===== src/design/bpa_pkg.sv =====
// Shared constants, types and command/status bundles for the bitmap page allocator.
`timescale 1ns / 1ps
package bpa_pkg;

  localparam int unsigned MAX_PAGES      = 32768;
  localparam int unsigned RESERVED_PAGES = 1024;
  localparam int unsigned WORD_BITS      = 32;
  localparam int unsigned NUM_WORDS      = (MAX_PAGES + WORD_BITS - 1) / WORD_BITS;
  localparam int unsigned WIDX_W         = $clog2(NUM_WORDS);
  localparam int unsigned BIT_W          = $clog2(WORD_BITS);
  localparam int unsigned PAGE_W         = 15;
  localparam int unsigned CNT_W          = 16;

  localparam logic [CNT_W-1:0] MAX_PAGES_C      = CNT_W'(MAX_PAGES);
  localparam logic [CNT_W-1:0] RESERVED_PAGES_C = CNT_W'(RESERVED_PAGES);
  localparam logic [CNT_W-1:0] TOTAL_RESET      = 16'd32768;

  typedef logic [WORD_BITS-1:0] word_t;
  typedef logic [WIDX_W-1:0]    widx_t;
  typedef logic [PAGE_W-1:0]    page_t;
  typedef logic [CNT_W-1:0]     cnt_t;

  typedef enum logic [1:0] {
    CMD_INIT  = 2'd0,
    CMD_ALLOC = 2'd1,
    CMD_FREE  = 2'd2,
    CMD_TEST  = 2'd3
  } cmd_t;

  // Commands from the controller to the datapath.
  typedef struct packed {
    logic capture;    // latch the accepted request and load the word index
    logic idx_inc;    // advance the word index
    logic sweep_wr;   // write the sweep pattern at the word index
    logic sweep_init; // sweep pattern is the reserved mask, not zeros
    logic alloc_chk;  // evaluate the word just read for a free page
    logic acc_chk;    // evaluate the word just read for free or test
    logic init_done;  // set the count and result for a finished init
    logic out_load;   // move the result into the output register
  } dp_cmd_t;

  // Status from the datapath to the controller.
  typedef struct packed {
    logic idx_last;
    logic alloc_hit;
    logic alloc_end;
    logic slot_free;
  } dp_stat_t;

endpackage


===== src/design/bpa_ctrl.sv =====
// Controller of the page allocator: sequences clearing, init sweep, scan and response.
`timescale 1ns / 1ps
module bpa_ctrl (
  input  logic              clk,
  input  logic              rst,
  input  logic              req_valid,
  input  bpa_pkg::cmd_t     req_cmd,
  output logic              req_ready,
  input  bpa_pkg::dp_stat_t stat,
  output bpa_pkg::dp_cmd_t  cmd
);
  import bpa_pkg::*;

  typedef enum logic [7:0] {
    S_CLEAR      = 8'b0000_0001,
    S_IDLE       = 8'b0000_0010,
    S_INIT       = 8'b0000_0100,
    S_ALLOC_RD   = 8'b0000_1000,
    S_ALLOC_SCAN = 8'b0001_0000,
    S_ACC_RD     = 8'b0010_0000,
    S_ACC_CHK    = 8'b0100_0000,
    S_DONE       = 8'b1000_0000
  } state_t;

  state_t state;
  state_t state_next;

  assign req_ready = (state == S_IDLE);

  always_comb begin
    state_next = state;
    cmd        = '0;
    case (state)
      S_CLEAR: begin
        // Zero the whole bitmap after reset, one word per cycle.
        cmd.sweep_wr = 1'b1;
        cmd.idx_inc  = 1'b1;
        if (stat.idx_last) begin
          state_next = S_IDLE;
        end
      end
      S_IDLE: begin
        if (req_valid) begin
          cmd.capture = 1'b1;
          case (req_cmd)
            CMD_INIT:  state_next = S_INIT;
            CMD_ALLOC: state_next = S_ALLOC_RD;
            default:   state_next = S_ACC_RD;
          endcase
        end
      end
      S_INIT: begin
        cmd.sweep_wr   = 1'b1;
        cmd.sweep_init = 1'b1;
        cmd.idx_inc    = 1'b1;
        if (stat.idx_last) begin
          cmd.init_done = 1'b1;
          state_next    = S_DONE;
        end
      end
      S_ALLOC_RD: begin
        cmd.idx_inc = 1'b1;
        state_next  = S_ALLOC_SCAN;
      end
      S_ALLOC_SCAN: begin
        // The next word is read while the current one is checked.
        cmd.idx_inc   = 1'b1;
        cmd.alloc_chk = 1'b1;
        if (stat.alloc_hit || stat.alloc_end) begin
          state_next = S_DONE;
        end
      end
      S_ACC_RD: begin
        state_next = S_ACC_CHK;
      end
      S_ACC_CHK: begin
        cmd.acc_chk = 1'b1;
        state_next  = S_DONE;
      end
      S_DONE: begin
        if (stat.slot_free) begin
          cmd.out_load = 1'b1;
          state_next   = S_IDLE;
        end
      end
      default: begin
        state_next = S_IDLE;
      end
    endcase
  end

  always_ff @(posedge clk) begin
    if (rst) begin
      state <= S_CLEAR;
    end else begin
      state <= state_next;
    end
  end

endmodule


===== config.mk =====
export PLATFORM = sky130hd
export DESIGN_NAME = bpa_ctrl
export DESIGN_NICKNAME = d
export VERILOG_FILES = /design/src/design/bpa_pkg.sv /design/src/design/bpa_ctrl.sv
export SDC_FILE = /design/constraint.sdc
export NUM_CORES = 1
export LEC_CHECK = 0
export BUFFER_PORTS_ARGS = -buffer_cell sky130_fd_sc_hd__buf_2
export CAP_MARGIN = 40
export CORE_MARGIN = 3
export CORE_UTILIZATION = 40
export DETAILED_ROUTE_END_ITERATION = 10
export PLACE_DENSITY_LB_ADDON = 0.2
export SYNTH_ARGS = -nofsm -noshare
export SYNTH_HDL_FRONTEND = slang
export SYNTH_SLANG_ARGS = --single-unit

===== constraint.sdc =====
create_clock -name clk -period 2.4 [get_ports clk]
set_clock_uncertainty 0.15 [all_clocks]
set_input_delay 0.36 -clock clk [delete_from_list [all_inputs] [get_ports clk]]
set_output_delay 0.36 -clock clk [all_outputs]
set_load 0.005 [all_outputs]

==> impl_metrics.json <==
{
  "synth-compound-area-share": 0.09874,
  "synthArstFlopShare": 0,
  "dr.first_iter.drc_count": 1,
  "critical_path.max_stage_delay_ns": 0.40,
  "synth_fp_nets": 77,
  "status": "finished, final reports clean",
  "fin_cells": 99,
  "grtUsageMet2": 0.2378,
  "worstSkewPairLatency_ns": 0.26,
  "mostFrequentLayoutCells": "buf_2, dfxtp_1, nor3_1, nand2_1",
  "htreeDepth": 1,
  "setup_viol": 0,
  "min_from": "req_cmd[0]",
  "grt_setup_unrepaired": "false",
  "fin_util": 0.5273,
  "die_x_um": 44.59,
  "max_slew.worst_pin.slew_ns": 0.4005,
  "largest_reg_flops": 8,
  "grt_use_total": 0.1556,
  "largest_registers": "state: 8 flops",
  "grt_max_degree": 10,
  "route.detailed.drc": 0,
  "dp_hpwl_um": 1073,
  "synth_ff_type": "dfxtp_1",
  "dp_cells": 96,
  "ys_types": 35,
  "cap_violations": 0,
  "largest_register": "state",
  "ys_seq_area_frac": 0.2689,
  "first_pass_iters": 3,
  "finalHoldViolCount": 0,
  "gp_congestion": 0.8252,
  "fill_cells": 144,
  "timing.final.crit_share": 0.9073,
  "multi_input_area_sq_um": 410.4,
  "routed_via_density": 5.545,
  "timing.rr.start": "state[6]",
  "max_slew_margin": 0.7292,
  "die_area_sq_um": 1988,
  "crit_path_end_kind": "output port",
  "cp_max_fo": 6,
  "seqCellArea_sq_um": 160.2,
  "place_ws_ns": 0.3666,
  "min_period_ns": 2.178,
  "numCtsBuffers": 3,
  "initial_core_util": 0.4411,
  "syn_to_final_growth_pct": 19.54,
  "clock-sinks": 8,
  "synth_top_family_by_area": "simple AND/OR/NAND/NOR gates",
  "antenna_found_initial": 0,
  "routed_wl_um": 1378,
  "report.final.slew_viol_count": 0,
  "leakagePower_nw": 0.3200,
  "ys_ff_latch": 8,
  "grt.overflow.total": 0,
  "finalSetupTns_ns": 0,
  "port_buffers": 17,
  "final_common_cell": "buf_2",
  "min_path_type": "in -> reg",
  "max_freq_ghz": 0.4592,
  "grt_pass1_vias": 493,
  "synth_fa_ha_area_frac": 0,
  "post-cts-setup-buffers": 0,
  "cts_tree": "yes",
  "synthXorXnorAreaFrac": 0.05882,
  "insertedDiodeCount": 0,
  "globalRouteMet1Util": 0.1869,
  "critPathKind": "reg -> out",
  "clkTransAtPathRegs_ns": 0.06,
  "start_kind": "register",
  "syn_avg_cell_area_sq_um": 8.758,
  "synth_edf_count": 0,
  "finalNetCount": 95,
  "busiest_layer": "met2",
  "power_w": 0.0003150,
  "critPathLaunch": "state[5]",
  "drtAntennaViolNets": 0,
  "met3_usage": 0.06504,
  "grt_pass1_wl_um": 2201,
  "syn-cell-area_sq_um": 595.6,
  "critPathSlowestCell": "dfxtp_1",
  "setup_ws_ns": 0.2224,
  "die_h_um": 44.59,
  "path_cells": "nor3_1 -> nand2_1 -> nor3_2 -> and2_1 -> buf_2",
  "clockBufferDepth": 2,
  "num_vias": 549,
  "row_count": 13,
  "muxShareOfSynthArea": 0.01891,
  "wire_per_inst_um": 13.92,
  "io_pins": 18,
  "powerDensity_nw_per_um2": 442.4,
  "yosysWarnings": 0,
  "vdd_drop_max_v": 0.0002632,
  "layout-drive-gt1-share": 0.3810,
  "cp_data_arrival_time_ns": 1.67,
  "required_ns": 1.89,
  "core_area_sq_um": 1350,
  "root_buffer": "clkbuf_4",
  "postSynthCellCount": 68,
  "synthSimpleGateAreaFrac": 0.4916
}
## layer usage
metal	wire (um)	share of wire
met3	106	0.077
met1	599	0.43
met2	653	0.47
met5	0	0
met4	19	0.014
## metrics by stage
stage	hold WS, ns	instance area (sq um)
after detailed placement	0.4174	676.9
after global routing	0.1466	711.9
after global placement	0.4188	676.9
after floorplan	0.2824	595.6
after CTS	0.1376	699.4
final	0.1464	711.9
## path summary, 6_finish.rpt
kind	to	slack (ns)	cells past startpoint
setup reg to reg	state[6]	0.50	5
setup / recovery	cmd[7]	0.22	5
hold / removal	state[2]	0.15	2
hold reg to reg	state[6]	0.47	2
## synthesized netlist by cell type, types with 2 or more instances
cell type,n,area (sq um)
nor3_2,2,20.02
buf_4,2,15.01
and4b_1,3,30.03
buf_2,3,15.01
dfxtp_1,8,160.2
inv_1,2,7.510
nor3b_1,2,15.01
nor3_1,5,25.02
and2_1,2,12.51
nor2_1,4,15.01
nand2_1,5,18.77
nor4_2,2,25.02
and3_1,2,12.51
xnor2_1,3,26.28
nand2b_1,2,12.51
o21ai_0,2,10.01
## power by group
group,switching [W],internal (W),total [W]
Combinational,0.0000294,0.0000293,0.0000587
Clock,0.0000521,0.0000577,0.000110
Sequential,0.00000953,0.000137,0.000146
## cells by family after synthesis
group                  after synthesis
XOR/XNOR                             4
flip-flops                           8
multiplexers                         1
AND/OR/NAND/NOR                     40
AO/OA/AOI/OAI                        8
buffers and inverters                7
## layout make-up
cell class              count  area share
repair buffers             18      0.1301
clock buffers               3     0.03163
well taps                  15     0.02636
multi-input cells          53      0.5765
inverters                   2     0.01054
flip-flops and latches      8      0.2250
## repair_timing
| action | 4_1_cts | 5_1_grt |
|---|---|---|
| endpoints found under the setup margin | 0 | 2 |
| hold buffers | 0 | 0 |
| resized for setup | 0 | 3 |
## critical path: cells and delay by family (launching register included)
kind,cells,cell delay [ns]
flops,1,0.40
simple gates,4,0.89
buf+inv,1,0.12
No activity file was read; power rests on OpenSTA's default activity.
